## src/hw/rtl/der_pkg.sv

```systemverilog
// shared types and constants for the discrete emission re-estimator
// no dependencies

package der_pkg;

   localparam int PROB_W     = 17;
   localparam int ACC_W      = 33;
   localparam int SYM_W      = 4;
   localparam int CSR_IDX_W  = 2;
   localparam int DIV_STEPS  = 17;
   localparam int DIV_CNT_W  = 5;

   localparam logic [PROB_W-1:0] ONE_Q16 = 17'h10000;
   localparam logic [ACC_W-1:0]  ACC_MAX = 33'h1_FFFF_FFFF;

   localparam logic [CSR_IDX_W-1:0] CSR_ENABLE_UPDATE = 2'd0;
   localparam logic [CSR_IDX_W-1:0] CSR_LEARN_RATE    = 2'd1;

   localparam logic CMD_LOAD    = 1'b0;
   localparam logic CMD_OBSERVE = 1'b1;

   typedef enum logic [3:0] {
      ST_IDLE,
      ST_ACC,
      ST_DIS_RD,
      ST_DIS_EMIT,
      ST_P1_RD,
      ST_P1_LOAD,
      ST_DIV,
      ST_MUL0,
      ST_MUL1,
      ST_P1_WB,
      ST_P2_RD,
      ST_P2_LOAD,
      ST_P2_EMIT
   } state_type;

endpackage

```

## src/hw/rtl/der_ram.sv

```systemverilog
// generic single write port, single read port ram with registered read data
// no dependencies

module der_ram #(
   parameter int WIDTH = 17,
   parameter int DEPTH = 16
) (
   input  logic                     clock,
   input  logic                     wr_en,
   input  logic [$clog2(DEPTH)-1:0] wr_addr,
   input  logic [WIDTH-1:0]         wr_data,
   input  logic                     rd_en,
   input  logic [$clog2(DEPTH)-1:0] rd_addr,
   output logic [WIDTH-1:0]         rd_data
);

   logic [WIDTH-1:0] mem_ff [DEPTH];
   logic [WIDTH-1:0] rd_data_ff;

   always_ff @(posedge clock) begin
      if (wr_en) begin
         mem_ff[wr_addr] <= wr_data;
      end
      if (rd_en) begin
         rd_data_ff <= mem_ff[rd_addr];
      end
   end

   assign rd_data = rd_data_ff;

endmodule

```

## src/hw/rtl/discrete_emission_reestimate.sv

```systemverilog
// Discrete emission re-estimator. Table loads write the probability ram directly and
// observations do a read-modify-write of the count ram. The observation marked last
// starts the update pass, during which req_stall stays high. With the update enabled the
// first sweep divides each count by the weight total (old value kept if it is zero) and
// writes back its blend with the old value; the second divides each blend by the blended
// sum (zero if that sum is zero). Both use the shared 17-step restoring divider, and one
// 17x17 multiplier is used twice per entry for the blend. With the update disabled the
// table is read back unchanged. Output backpressure stalls the emitting states. Registers
// may only be written while no transaction is in progress.
// depends on der_pkg and der_ram

module discrete_emission_reestimate #(
   parameter int ALPHABET_SIZE = 16
) (
   input  logic                            clock,
   input  logic                            reset,

   input  logic                            req_valid,
   output logic                            req_stall,
   input  logic                            req_cmd,
   input  logic [der_pkg::SYM_W-1:0]       req_symbol,
   input  logic [der_pkg::PROB_W-1:0]      req_value,
   input  logic                            req_last,

   output logic                            rsp_valid,
   input  logic                            rsp_stall,
   output logic [der_pkg::SYM_W-1:0]       rsp_out_symbol,
   output logic [der_pkg::PROB_W-1:0]      rsp_probability,
   output logic                            rsp_final_entry,

   input  logic                            csr_valid,
   output logic                            csr_ready,
   input  logic [der_pkg::CSR_IDX_W-1:0]   csr_index,
   input  logic [der_pkg::PROB_W-1:0]      csr_data
);

   localparam int AW = $clog2(ALPHABET_SIZE);
   localparam int SW = der_pkg::PROB_W + AW;
   localparam int PW = der_pkg::PROB_W;
   localparam int CW = der_pkg::ACC_W;
   localparam logic [AW-1:0] K_LAST = AW'(ALPHABET_SIZE - 1);

   der_pkg::state_type state_ff, state_in;

   logic [AW-1:0]       k_ff, k_in;
   logic [AW-1:0]       sym_ff, sym_in;
   logic                in_range_ff, in_range_in;
   logic [PW-1:0]       val_ff, val_in;
   logic                last_ff, last_in;
   logic [PW-1:0]       old_ff, old_in;
   logic [PW-1:0]       quo_ff, quo_in;
   logic [CW-1:0]       rem_ff, rem_in;
   logic [CW-1:0]       dvs_ff, dvs_in;
   logic [PW-1:0]       feed_ff, feed_in;
   logic [der_pkg::DIV_CNT_W-1:0] div_cnt_ff, div_cnt_in;
   logic                pass2_ff, pass2_in;
   logic [CW-1:0]       acc_ff, acc_in;
   logic [CW-1:0]       prod_ff, prod_in;
   logic [SW-1:0]       blended_sum_ff, blended_sum_in;
   logic [CW-1:0]       total_ff, total_in;
   logic [ALPHABET_SIZE-1:0] cvalid_ff, cvalid_in;
   logic                enable_ff, enable_in;
   logic [PW-1:0]       learn_rate_ff, learn_rate_in;
   logic                rsp_valid_ff, rsp_valid_in;
   logic [der_pkg::SYM_W-1:0] rsp_sym_ff, rsp_sym_in;
   logic [PW-1:0]       rsp_prob_ff, rsp_prob_in;
   logic                rsp_final_ff, rsp_final_in;

   // ram ports
   logic                prob_we, prob_re;
   logic [AW-1:0]       prob_waddr, prob_raddr;
   logic [PW-1:0]       prob_wdata, prob_rdata;
   logic                cnt_we, cnt_re;
   logic [AW-1:0]       cnt_waddr, cnt_raddr;
   logic [CW-1:0]       cnt_wdata, cnt_rdata;

   // combinational helpers
   logic                req_accept;
   logic                req_in_range;
   logic [AW-1:0]       req_idx;
   logic [PW-1:0]       req_val_sat;
   logic                out_free;
   logic                out_load;
   logic [PW-1:0]       out_prob;
   logic [PW-1:0]       eta;
   logic [PW-1:0]       one_minus_eta;
   logic [PW-1:0]       mul_a, mul_b;
   logic [2*PW-1:0]     product;
   logic [CW:0]         blend_full;
   logic [PW-1:0]       blend;
   logic [CW-1:0]       cnt_cur;
   logic [CW:0]         cnt_sum, tot_sum;
   logic [CW-1:0]       cnt_sat, tot_sat;
   logic [CW:0]         div_trial;
   logic [CW:0]         div_diff;
   logic                div_ge;
   logic                k_is_last;

   der_ram #(.WIDTH(PW), .DEPTH(ALPHABET_SIZE)) u_prob_ram (
      .clock   (clock),
      .wr_en   (prob_we),
      .wr_addr (prob_waddr),
      .wr_data (prob_wdata),
      .rd_en   (prob_re),
      .rd_addr (prob_raddr),
      .rd_data (prob_rdata)
   );

   der_ram #(.WIDTH(CW), .DEPTH(ALPHABET_SIZE)) u_count_ram (
      .clock   (clock),
      .wr_en   (cnt_we),
      .wr_addr (cnt_waddr),
      .wr_data (cnt_wdata),
      .rd_en   (cnt_re),
      .rd_addr (cnt_raddr),
      .rd_data (cnt_rdata)
   );

   assign req_stall    = (state_ff != der_pkg::ST_IDLE);
   assign req_accept   = req_valid && !req_stall;
   assign req_in_range = int'(req_symbol) < ALPHABET_SIZE;
   assign req_idx      = AW'(req_symbol);
   assign req_val_sat  = (req_value > der_pkg::ONE_Q16) ? der_pkg::ONE_Q16 : req_value;

   assign csr_ready       = 1'b1;
   assign rsp_valid       = rsp_valid_ff;
   assign rsp_out_symbol  = rsp_sym_ff;
   assign rsp_probability = rsp_prob_ff;
   assign rsp_final_entry = rsp_final_ff;

   assign out_free  = !rsp_valid_ff || !rsp_stall;
   assign k_is_last = (k_ff == K_LAST);

   assign eta = (learn_rate_ff > der_pkg::ONE_Q16) ? der_pkg::ONE_Q16 : learn_rate_ff;
   assign one_minus_eta = der_pkg::ONE_Q16 - eta;

   // shared multiplier
   assign mul_a   = (state_ff == der_pkg::ST_MUL0) ? old_ff : quo_ff;
   assign mul_b   = (state_ff == der_pkg::ST_MUL0) ? one_minus_eta : eta;
   assign product = {{PW{1'b0}}, mul_a} * {{PW{1'b0}}, mul_b};

   assign blend_full = {1'b0, acc_ff} + {1'b0, prod_ff};
   assign blend      = blend_full[CW-1:16];

   // count accumulation
   assign cnt_cur = cvalid_ff[sym_ff] ? cnt_rdata : '0;
   assign cnt_sum = {1'b0, cnt_cur} + (CW+1)'(val_ff);
   assign tot_sum = {1'b0, total_ff} + (CW+1)'(val_ff);
   assign cnt_sat = (cnt_sum > {1'b0, der_pkg::ACC_MAX}) ? der_pkg::ACC_MAX : cnt_sum[CW-1:0];
   assign tot_sat = (tot_sum > {1'b0, der_pkg::ACC_MAX}) ? der_pkg::ACC_MAX : tot_sum[CW-1:0];

   // one restoring division step
   assign div_trial = {rem_ff, feed_ff[PW-1]};
   assign div_ge    = (div_trial >= {1'b0, dvs_ff});
   assign div_diff  = div_trial - {1'b0, dvs_ff};

   // next state
   always_comb begin
      state_in = state_ff;
      unique case (state_ff)
         der_pkg::ST_IDLE: begin
            if (req_accept && req_cmd == der_pkg::CMD_OBSERVE) begin
               state_in = der_pkg::ST_ACC;
            end
         end
         der_pkg::ST_ACC: begin
            if (!last_ff) begin
               state_in = der_pkg::ST_IDLE;
            end else if (enable_ff) begin
               state_in = der_pkg::ST_P1_RD;
            end else begin
               state_in = der_pkg::ST_DIS_RD;
            end
         end
         der_pkg::ST_DIS_RD:   state_in = der_pkg::ST_DIS_EMIT;
         der_pkg::ST_DIS_EMIT: begin
            if (out_free) begin
               state_in = k_is_last ? der_pkg::ST_IDLE : der_pkg::ST_DIS_RD;
            end
         end
         der_pkg::ST_P1_RD:    state_in = der_pkg::ST_P1_LOAD;
         der_pkg::ST_P1_LOAD: begin
            state_in = (total_ff == '0) ? der_pkg::ST_MUL0 : der_pkg::ST_DIV;
         end
         der_pkg::ST_DIV: begin
            if (div_cnt_ff == '0) begin
               state_in = pass2_ff ? der_pkg::ST_P2_EMIT : der_pkg::ST_MUL0;
            end
         end
         der_pkg::ST_MUL0:     state_in = der_pkg::ST_MUL1;
         der_pkg::ST_MUL1:     state_in = der_pkg::ST_P1_WB;
         der_pkg::ST_P1_WB: begin
            state_in = k_is_last ? der_pkg::ST_P2_RD : der_pkg::ST_P1_RD;
         end
         der_pkg::ST_P2_RD:    state_in = der_pkg::ST_P2_LOAD;
         der_pkg::ST_P2_LOAD: begin
            state_in = (blended_sum_ff == '0) ? der_pkg::ST_P2_EMIT : der_pkg::ST_DIV;
         end
         der_pkg::ST_P2_EMIT: begin
            if (out_free) begin
               state_in = k_is_last ? der_pkg::ST_IDLE : der_pkg::ST_P2_RD;
            end
         end
         default: state_in = der_pkg::ST_IDLE;
      endcase
   end

   // ram controls and output load
   always_comb begin
      prob_we    = 1'b0;
      prob_waddr = k_ff;
      prob_wdata = quo_ff;
      prob_re    = 1'b0;
      prob_raddr = k_ff;
      cnt_we     = 1'b0;
      cnt_waddr  = sym_ff;
      cnt_wdata  = cnt_sat;
      cnt_re     = 1'b0;
      cnt_raddr  = k_ff;
      out_load   = 1'b0;
      out_prob   = quo_ff;
      unique case (state_ff)
         der_pkg::ST_IDLE: begin
            if (req_accept && req_in_range) begin
               if (req_cmd == der_pkg::CMD_LOAD) begin
                  prob_we    = 1'b1;
                  prob_waddr = req_idx;
                  prob_wdata = req_val_sat;
               end else begin
                  cnt_re    = 1'b1;
                  cnt_raddr = req_idx;
               end
            end
         end
         der_pkg::ST_ACC: begin
            cnt_we = in_range_ff;
         end
         der_pkg::ST_DIS_RD, der_pkg::ST_P2_RD: begin
            prob_re = 1'b1;
         end
         der_pkg::ST_P1_RD: begin
            prob_re = 1'b1;
            cnt_re  = 1'b1;
         end
         der_pkg::ST_DIS_EMIT: begin
            out_load = out_free;
            out_prob = prob_rdata;
         end
         der_pkg::ST_P1_WB: begin
            prob_we    = 1'b1;
            prob_wdata = blend;
         end
         der_pkg::ST_P2_EMIT: begin
            out_load = out_free;
            prob_we  = out_free;
         end
         default: begin
         end
      endcase
   end

   // datapath next values
   always_comb begin
      k_in           = k_ff;
      sym_in         = sym_ff;
      in_range_in    = in_range_ff;
      val_in         = val_ff;
      last_in        = last_ff;
      old_in         = old_ff;
      quo_in         = quo_ff;
      rem_in         = rem_ff;
      dvs_in         = dvs_ff;
      feed_in        = feed_ff;
      div_cnt_in     = div_cnt_ff;
      pass2_in       = pass2_ff;
      acc_in         = acc_ff;
      prod_in        = prod_ff;
      blended_sum_in = blended_sum_ff;
      total_in       = total_ff;
      cvalid_in      = cvalid_ff;
      enable_in      = enable_ff;
      learn_rate_in  = learn_rate_ff;

      if (csr_valid && csr_ready) begin
         unique case (csr_index)
            der_pkg::CSR_ENABLE_UPDATE: enable_in     = csr_data[0];
            der_pkg::CSR_LEARN_RATE:    learn_rate_in = csr_data;
            default: begin
            end
         endcase
      end

      unique case (state_ff)
         der_pkg::ST_IDLE: begin
            if (req_accept) begin
               sym_in      = req_idx;
               in_range_in = req_in_range;
               val_in      = req_val_sat;
               last_in     = req_last;
            end
         end
         der_pkg::ST_ACC: begin
            if (in_range_ff) begin
               cvalid_in[sym_ff] = 1'b1;
               total_in          = tot_sat;
            end
            k_in     = '0;
            pass2_in = 1'b0;
            if (last_ff && enable_ff) begin
               blended_sum_in = '0;
            end
         end
         der_pkg::ST_DIS_EMIT, der_pkg::ST_P2_EMIT: begin
            if (out_free) begin
               k_in = k_ff + AW'(1);
               if (k_is_last) begin
                  cvalid_in = '0;
                  total_in  = '0;
               end
            end
         end
         der_pkg::ST_P1_LOAD: begin
            old_in = prob_rdata;
            if (total_ff == '0) begin
               quo_in = prob_rdata;
            end else begin
               rem_in     = {1'b0, (cvalid_ff[k_ff] ? cnt_rdata[CW-1:1] : (CW-1)'(0))};
               feed_in    = {(cvalid_ff[k_ff] & cnt_rdata[0]), (PW-1)'(0)};
               dvs_in     = total_ff;
               quo_in     = '0;
               div_cnt_in = der_pkg::DIV_CNT_W'(der_pkg::DIV_STEPS - 1);
            end
         end
         der_pkg::ST_P2_LOAD: begin
            if (blended_sum_ff == '0) begin
               quo_in = '0;
            end else begin
               rem_in     = CW'(prob_rdata[PW-1:1]);
               feed_in    = {prob_rdata[0], (PW-1)'(0)};
               dvs_in     = CW'(blended_sum_ff);
               quo_in     = '0;
               div_cnt_in = der_pkg::DIV_CNT_W'(der_pkg::DIV_STEPS - 1);
            end
         end
         der_pkg::ST_DIV: begin
            rem_in     = div_ge ? div_diff[CW-1:0] : div_trial[CW-1:0];
            quo_in     = {quo_ff[PW-2:0], div_ge};
            feed_in    = {feed_ff[PW-2:0], 1'b0};
            div_cnt_in = div_cnt_ff - der_pkg::DIV_CNT_W'(1);
         end
         der_pkg::ST_MUL0: begin
            acc_in = product[CW-1:0];
         end
         der_pkg::ST_MUL1: begin
            prod_in = product[CW-1:0];
         end
         der_pkg::ST_P1_WB: begin
            blended_sum_in = blended_sum_ff + SW'(blend);
            k_in           = k_is_last ? '0 : k_ff + AW'(1);
            if (k_is_last) begin
               pass2_in = 1'b1;
            end
         end
         default: begin
         end
      endcase
   end

   // result register
   always_comb begin
      rsp_valid_in = rsp_valid_ff;
      rsp_sym_in   = rsp_sym_ff;
      rsp_prob_in  = rsp_prob_ff;
      rsp_final_in = rsp_final_ff;
      if (out_load) begin
         rsp_valid_in = 1'b1;
         rsp_sym_in   = der_pkg::SYM_W'(k_ff);
         rsp_prob_in  = out_prob;
         rsp_final_in = k_is_last;
      end else if (!rsp_stall) begin
         rsp_valid_in = 1'b0;
      end
   end

   always_ff @(posedge clock) begin
      if (reset) begin
         state_ff       <= der_pkg::ST_IDLE;
         k_ff           <= '0;
         pass2_ff       <= 1'b0;
         div_cnt_ff     <= '0;
         blended_sum_ff <= '0;
         total_ff       <= '0;
         cvalid_ff      <= '0;
         enable_ff      <= 1'b1;
         learn_rate_ff  <= der_pkg::ONE_Q16;
         rsp_valid_ff   <= 1'b0;
      end else begin
         state_ff       <= state_in;
         k_ff           <= k_in;
         pass2_ff       <= pass2_in;
         div_cnt_ff     <= div_cnt_in;
         blended_sum_ff <= blended_sum_in;
         total_ff       <= total_in;
         cvalid_ff      <= cvalid_in;
         enable_ff      <= enable_in;
         learn_rate_ff  <= learn_rate_in;
         rsp_valid_ff   <= rsp_valid_in;
      end
   end

   always_ff @(posedge clock) begin
      sym_ff       <= sym_in;
      in_range_ff  <= in_range_in;
      val_ff       <= val_in;
      last_ff      <= last_in;
      old_ff       <= old_in;
      quo_ff       <= quo_in;
      rem_ff       <= rem_in;
      dvs_ff       <= dvs_in;
      feed_ff      <= feed_in;
      acc_ff       <= acc_in;
      prod_ff      <= prod_in;
      rsp_sym_ff   <= rsp_sym_in;
      rsp_prob_ff  <= rsp_prob_in;
      rsp_final_ff <= rsp_final_in;
   end

   // partial remainder stays below the divisor
   assert property (@(posedge clock) disable iff (reset)
      (state_ff == der_pkg::ST_DIV) |-> (rem_ff < dvs_ff))
      else $error("divider remainder not below divisor");

   // emitted probability never exceeds one
   assert property (@(posedge clock) disable iff (reset)
      rsp_valid_ff |-> (rsp_prob_ff <= der_pkg::ONE_Q16))
      else $error("emitted probability above one");

   // accumulators are cleared once the final entry is loaded
   assert property (@(posedge clock) disable iff (reset)
      (out_load && k_is_last) |=> (total_ff == '0 && cvalid_ff == '0))
      else $error("histogram not cleared after emit");

   // no new transaction is taken while the update pass runs
   assert property (@(posedge clock) disable iff (reset)
      (state_ff == der_pkg::ST_ACC && last_ff) |=> req_stall)
      else $error("input accepted during update pass");

endmodule

```

## config.mk

```make
export PLATFORM = sky130hd
export DESIGN_NAME = discrete_emission_reestimate
export DESIGN_NICKNAME = d
export VERILOG_FILES = /design/src/hw/rtl/der_pkg.sv /design/src/hw/rtl/der_ram.sv /design/src/hw/rtl/discrete_emission_reestimate.sv
export SDC_FILE = /design/constraint.sdc
export NUM_CORES = 2
export LEC_CHECK = 0
export ABC_AREA = 1
export BUFFER_PORTS_ARGS = -buffer_cell sky130_fd_sc_hd__clkbuf_2
export CAP_MARGIN = 20
export CORE_MARGIN = 8
export CORE_UTILIZATION = 40
export DETAILED_ROUTE_END_ITERATION = 10
export HOLD_SLACK_MARGIN = 0.05
export SYNTH_ARGS = -nofsm -noshare
export SYNTH_HDL_FRONTEND = slang
export SYNTH_HIERARCHICAL = 1
export SYNTH_SLANG_ARGS = --single-unit
```

## constraint.sdc

```tcl
create_clock -name clock -period 19.48 [get_ports clock]
set_input_delay 0 -clock clock [delete_from_list [all_inputs] [get_ports clock]]
set_output_delay 0 -clock clock [all_outputs]
set_load 0.02 [all_outputs]
```

* After elaboration in Yosys (flattened, before gate mapping)
Memory sizes are Yosys's and may differ from the RTL's. A register that Yosys moved wholly into a read port is not among the register bits.
Cells that the tools add are included.
** Operators by class
- Shifts and indexed selects :: 0
- $mul :: 1
- Muxes and demuxes :: 80
- Add/subtract/negate cells :: 8
- Equal/unequal tests :: 25
- Div/mod/pow operators :: 0
- Magnitude comparators :: 8
- Bitwise gates (word level) :: 2
- Reductions and logical operators :: 31
** Operators by type and width (count)
- $mux W33 :: 10
- $mux W17 :: 10
- $pmux W33 S2 :: 2
- $pmux W17 S3 :: 2
- $pmux W33 S3 :: 1
- $add A33 B17 Y34 :: 2
- $gt A34 B33 Y1 const B :: 2
- $mux W4 :: 16
- $pmux W4 S13 :: 1
- $pmux W21 S2 :: 1
- $ge A34 B33 Y1 :: 1
- $gt A17 B17 Y1 const B :: 2
- $pmux W17 S2 :: 1
- $add A33 B33 Y33 :: 1
- $logic_not A33 Y1 :: 1
- $mul A17 B17 Y33 :: 1
- $sub A33 B33 Y33 :: 1
- $mux W16 :: 2
- $mux W32 :: 1
- $pmux W16 S2 :: 1
- $eq A4 B4 Y1 const B :: 6
- $add A21 B17 Y21 :: 1
- $logic_not A21 Y1 :: 1
- $mux W21 :: 1
- other kinds (37) :: 87
** Storage, ports and cells
- Input bits :: 47
- Output and inout port bits :: 25
- Bits in latches :: 0
- Bits in writable memories :: 800
- Memories :: 2
- Word-level logic and storage cells :: 180
- Register bits after elaboration :: 330
- ROM bits :: 0
** Memory list
- u_count_ram.mem_ff :: words 16, width 33, rd ports 1, clocked after Yosys merged registers in 1, wr ports 1, line der_ram.sv:17 : logic [WIDTH-1:0] mem_ff [DEPTH];
- u_prob_ram.mem_ff :: words 16, width 17, rd ports 1, clocked after Yosys merged registers in 1, wr ports 1, line der_ram.sv:17

* Logic depth before layout (Yosys ltp)
- Word-level depth :: 7
- Depth in mapped cells :: 41

* By module
Netlist, hierarchy kept.
** Modules (own cells, without submodules)
- discrete_emission_reestimate :: area an instance 31510.2 µm², times used 1, sequential area each 8398.1 µm², cells each 4213
- der_ram at u_count_ram :: area an instance 23582.6 µm², times used 1, sequential area each 16846.2 µm², cells each 2185
- der_ram at u_prob_ram :: area an instance 12197.9 µm², times used 1, sequential area each 8678.3 µm², cells each 1139

* Least setup slack after synthesis
OpenSTA, ideal clock, no wires.
- Path type :: reg2reg
- Start point :: register learn_rate_ff[9]
- End point :: register acc_ff[27], data pin
- Setup time :: 0.265 ns
- Required time :: 19.215 ns
- Path slack :: 12.712 ns
- Cell stages (with the launch flop) :: 41
- Arrival time :: 6.503 ns
- Period minus slack after synthesis :: 6.768 ns
- Path through :: dfxtp_1 nor2_1 nand2_1 nor2_1 nand2_2 nand2_4 buf_6 buf_4 nand2_1 ha_1 inv_1 nor2_1 nand3_1 nand2_1 nand3_1 nand2_1 clkbuf_1 nand2_1 [5 not listed] inv_1 fa_1 fa_1 inv_1 fa_1 inv_1 ha_1 nand2_1 inv_1 nand2_1 nor3_1 nand4_1 nand3_1 nand3_1 nand2_1 nand2_1 nand2_1 xor2_1
** On the way
- Longest elaborated chain between the ends :: 5
** RTL lines
- start: declaration :: line discrete_emission_reestimate.sv:63 : logic [PW-1:0] learn_rate_ff, learn_rate_in;
- start signal: assignment :: line discrete_emission_reestimate.sv:395 : learn_rate_ff <= der_pkg::ONE_Q16;
- start signal: assignment :: line discrete_emission_reestimate.sv:406 : learn_rate_ff <= learn_rate_in;
- $gt A17 B17 Y1 :: line discrete_emission_reestimate.sv:134 : assign eta = (learn_rate_ff > der_pkg::ONE_Q16) ? der_pkg::ONE_Q16 : learn_rate_ff;
- $mux W17 (*) :: line discrete_emission_reestimate.sv:134
- $sub A17 B17 Y17 :: line discrete_emission_reestimate.sv:135 : assign one_minus_eta = der_pkg::ONE_Q16 - eta;
- $mux W17 (*) :: line discrete_emission_reestimate.sv:139 : assign mul_b = (state_ff == der_pkg::ST_MUL0) ? one_minus_eta : eta;
- $mul A17 B17 Y33 (*) :: line discrete_emission_reestimate.sv:140 : assign product = {{PW{1'b0}}, mul_a} * {{PW{1'b0}}, mul_b};
- named net product[27] :: line discrete_emission_reestimate.sv:88 : logic [2*PW-1:0] product;
- end signal: assignment :: line discrete_emission_reestimate.sv:421 : acc_ff <= acc_in;
- end: declaration :: line discrete_emission_reestimate.sv:57 : logic [CW-1:0] acc_ff, acc_in;
The timed path passes the listed nets; every way through them passes the cells marked *.
A chain may end at the register's enable or synchronous reset.

* Worst setup path after layout
- Start point :: register state_ff[2]
- End point :: register acc_ff[31], data pin
** On the way
- Longest elaborated chain between the ends :: 3
** RTL lines
- start: declaration :: line discrete_emission_reestimate.sv:43 : der_pkg::state_type state_ff, state_in;
- start signal: assignment :: line discrete_emission_reestimate.sv:387 : state_ff <= der_pkg::ST_IDLE;
- start signal: assignment :: line discrete_emission_reestimate.sv:398 : state_ff <= state_in;
- $eq A4 B3 Y1 (*) :: line discrete_emission_reestimate.sv:138, discrete_emission_reestimate.sv:139
- $mux W17, on equally long branches :: line discrete_emission_reestimate.sv:138, discrete_emission_reestimate.sv:139
- $mul A17 B17 Y33 (*) :: line discrete_emission_reestimate.sv:140
- named net product[31] :: line discrete_emission_reestimate.sv:88
Marked as above.

==> flow_metrics.env <==
export IMPL_status="finished, final reports clean"
export IMPL_nFillCells=15900
export IMPL_clk_pin_slew_ps=60
export IMPL_yosys_warnings=6
export IMPL_clockBufferDepth=3
export IMPL_fp_dieW_um=426
export IMPL_drc=0
export IMPL_rsz0062_at_grt="no"
export IMPL_cap_violations=0
export IMPL_portBuffers=70
export IMPL_cp_start_kind="register"
export IMPL_worstPathMaxFanout=54
export IMPL_avgSynthCellArea_um2=8.93
export IMPL_worst_setup_path_type="reg2reg"
export IMPL_grt_max_degree=127
export IMPL_clock_latency_ps=780
export IMPL_antenna_found_initial=8
export IMPL_cts_buffers=132
export IMPL_period_share=0.452
export IMPL_yosys_cell_types_count=63
export IMPL_place_ws_ps=10830
export IMPL_p_seq_frac=0.463
export IMPL_hold_slack_ps=82.1
export IMPL_placed_area_mm2=0.0699
export IMPL_grt_pass1_wl_um=308000
export IMPL_synth_area_mm2=0.0673
export IMPL_cts_max_level=4
export IMPL_wl_per_cell_um=20.6
export IMPL_min_period_ps=8810
export IMPL_setup_violations=0
export IMPL_power_frac_clock=0.402
export IMPL_layout_drive_gt1_share=0.0701
export IMPL_yosys_register_bits=1164
export IMPL_clkSinkCount=1164
export IMPL_share_comb_of_total_power=0.135
export IMPL_setup_ws_ps=10670
export IMPL_internal_power_uw=4520
export IMPL_num_io_pins=72
export IMPL_initial_utilization=0.402
export IMPL_dieArea_mm2=0.182
export IMPL_drt_iter0_drc=4830
export IMPL_gp_congestion=0.934
export IMPL_rows=150
export IMPL_irDropWorstVdd_mv=0.0913
export IMPL_syn_inst=7537
export IMPL_fin_util=0.448
export IMPL_cts_tree="yes"
export IMPL_skew_ps=31.5
export IMPL_synth_main_ff_cell="edfxtp_1"
export IMPL_synth_edf_count=1061
export IMPL_track_usage=0.222
export IMPL_die_h_um=426
export IMPL_clockRootBuffer="clkbuf_16"
export IMPL_maxSlewHeadroom=0.230
export IMPL_wl_um=205000
export IMPL_ant_nets=0
export IMPL_p_switching_uw=1680
export IMPL_num_vias=51800
export IMPL_power_per_cell_area_mw_per_mm2=82.6
export IMPL_yosysSeqAreaShare=0.504
export IMPL_worst_pin_slew_ps=1150
export IMPL_max_freq_mhz=114
export IMPL_hold_viol_final=0
export IMPL_fin_tns_setup_ps=0
export IMPL_hold_path_class="in2reg"
export IMPL_finalNetCount=8126
export IMPL_dr_pass1_iters=6
export IMPL_cp_arrival_ps=9370
export IMPL_endpoint_kind="register"
export IMPL_power_leakage_uw=0.0331
export IMPL_vias_per_cell=5.21
export IMPL_stdcell_area_mm2=0.0750
export IMPL_hpwl_um=137000
export IMPL_gr_total_overflow=0
export IMPL_syn2layout_area_growth_pct=11.4
export IMPL_synth_nets=8034
export IMPL_core_region_area_mm2=0.167
export IMPL_p_sw_frac=0.270
export IMPL_ys_async_sr_fraction=0
export IMPL_crit_required_ps=20050
export IMPL_drv_slew=0
export IMPL_grt_pass1_vias=50100
## per-stage QoR
step / power, uW / instances
floorplan: 3470 / 7537
global placement: 3730 / 9626
detailed placement: 3740 / 9627
CTS: 6250 / 9934
global route: 6440 / 9942
finish: 6200 / 9947
## power groups by stage
stage / sequential [uW] / combinational, uW / clock (uW)
floorplan: 2890 / 582 / 0
detailed placement: 2920 / 822 / 0
CTS: 2870 / 838 / 2540
global placement: 2920 / 815 / 0
finish: 2870 / 836 / 2490
global route: 2870 / 930 / 2640
## state kept, by name, indices dropped and copies added (netlist names), 21 cells and up
name,flops
rem_ff,33
u_count_ram/rd_data,33
total_ff,33
acc_ff,33
u_prob_ram/mem_ff,272
u_count_ram/mem_ff,528
blended_sum_ff,21
dvs_ff,33
prod_ff,33
## cells in the final DEF, fill, tap and decap left out, types with 86 or more instances in the layout
cell type	instances
a21oi_1	297
buf_4	86
clkbuf_16	140
dfxtp_1	100
edfxtp_1	1061
fa_1	227
ha_1	223
inv_1	1344
nand2_1	2040
nand3_1	805
nor2_1	371
o21ai_0	216
## repair_timing
item                                   CTS  global route
gates resized for setup                  0             0
hold buffers                            68             0
setup buffers                            0             0
endpoints found under the hold margin  135             0
## Yosys cell counts (5+ instances only)
library cell / number / area share
o21ai_0: 225 / 0.017
nor3_2: 5 / 0.00074
a31oi_1: 12 / 0.0011
a211oi_1: 6 / 0.00067
a21boi_0: 6 / 0.00067
o21bai_1: 21 / 0.0023
a22oi_1: 18 / 0.0020
o21a_1: 5 / 0.00056
inv_2: 33 / 0.0018
buf_6: 12 / 0.0020
nand2_4: 6 / 0.0010
nand3b_1: 20 / 0.0022
nor3_1: 29 / 0.0022
buf_4: 23 / 0.0026
edfxtp_1: 1061 / 0.47
buf_2: 129 / 0.0096
xor2_1: 53 / 0.0069
o21ai_1: 34 / 0.0025
fa_1: 227 / 0.068
o22ai_1: 9 / 0.00084
a21o_1: 18 / 0.0020
o21ai_2: 6 / 0.00078
nand2_2: 38 / 0.0035
dfxtp_1: 103 / 0.031
nand3_1: 805 / 0.060
nand2_1: 2041 / 0.11
inv_1: 1346 / 0.075
nand4_1: 38 / 0.0035
and2_1: 10 / 0.00093
or2_2: 14 / 0.0013
o211ai_1: 15 / 0.0017
nor4_1: 23 / 0.0021
ha_1: 223 / 0.041
clkbuf_1: 84 / 0.0047
buf_1: 18 / 0.0010
xnor2_1: 44 / 0.0057
o2111ai_1: 5 / 0.00065
nor2_2: 21 / 0.0020
nor2_1: 408 / 0.023
nor2_4: 10 / 0.0017
a21oi_1: 297 / 0.022
## per-layer routing
| layer | up-vias | wire, um | share of wire | global-route usage |
|---|---|---|---|---|
| li1 | 24500 | - | - | - |
| met1 | 25000 | 82500 | 0.40 | 0.282 |
| met2 | 1902 | 97700 | 0.48 | 0.367 |
| met3 | 496 | 13600 | 0.066 | 0.0334 |
| met4 | 0 | 11300 | 0.055 | 0.113 |
| met5 | - | 0 | 0 | 0 |
## worst max-delay path, cell delays in order (launching register included)
cell and delay [ps]:
dfxtp_1 440, inv_2 80, nor2_1 150, inv_2 90
nor2_4 80, buf_4 590, inv_2 520, o21ai_1 1030
inv_1 420, nor2_1 270, fa_1 420, inv_1 90
fa_1 440, fa_1 520, fa_1 550, inv_1 50
fa_1 480, inv_1 50, fa_1 470, inv_1 40
ha_1 360, nand2_1 90, inv_1 80, a21oi_1 100
o21ai_0 640, nand2_1 120, nand2_1 110, xor2_1 240
## cell families after synthesis
family,after synthesis,share of synthesized area
adders and majority gates,450,0.109
other,1,0.0000557
DFF,1164,0.504
xor gates and xnor gates,97,0.0126
buffers and inverters,1652,0.0975
and+or+nand+nor,3483,0.220
AOI/OAI and AO/OA,690,0.0567
## final timing paths
kind	startpoint	endpoint	slack, ps	depth (start not counted)
worst max register to register	state_ff[2]	acc_ff[31]	10670	27
worst min-delay path	csr_index[1]	learn_rate_ff[8]	80	5
worst min register to register	cvalid_ff[12]	cvalid_ff[12]	460	2
worst max-delay path	state_ff[2]	acc_ff[31]	10670	27
## area by class of cell
cell class	instances	area, um^2	area share
Antenna cell	9	22.5	0.000300
Tap cell	2204	2760	0.0368
Sequential cell	1164	33900	0.453
Clock inverter	63	638	0.00851
Inverter	1384	5210	0.0695
Clock buffer	176	3670	0.0489
Multi-Input combinational cell	4721	27000	0.361
Timing Repair Buffer	226	1710	0.0228
Power figures use the tool's default switching activity.
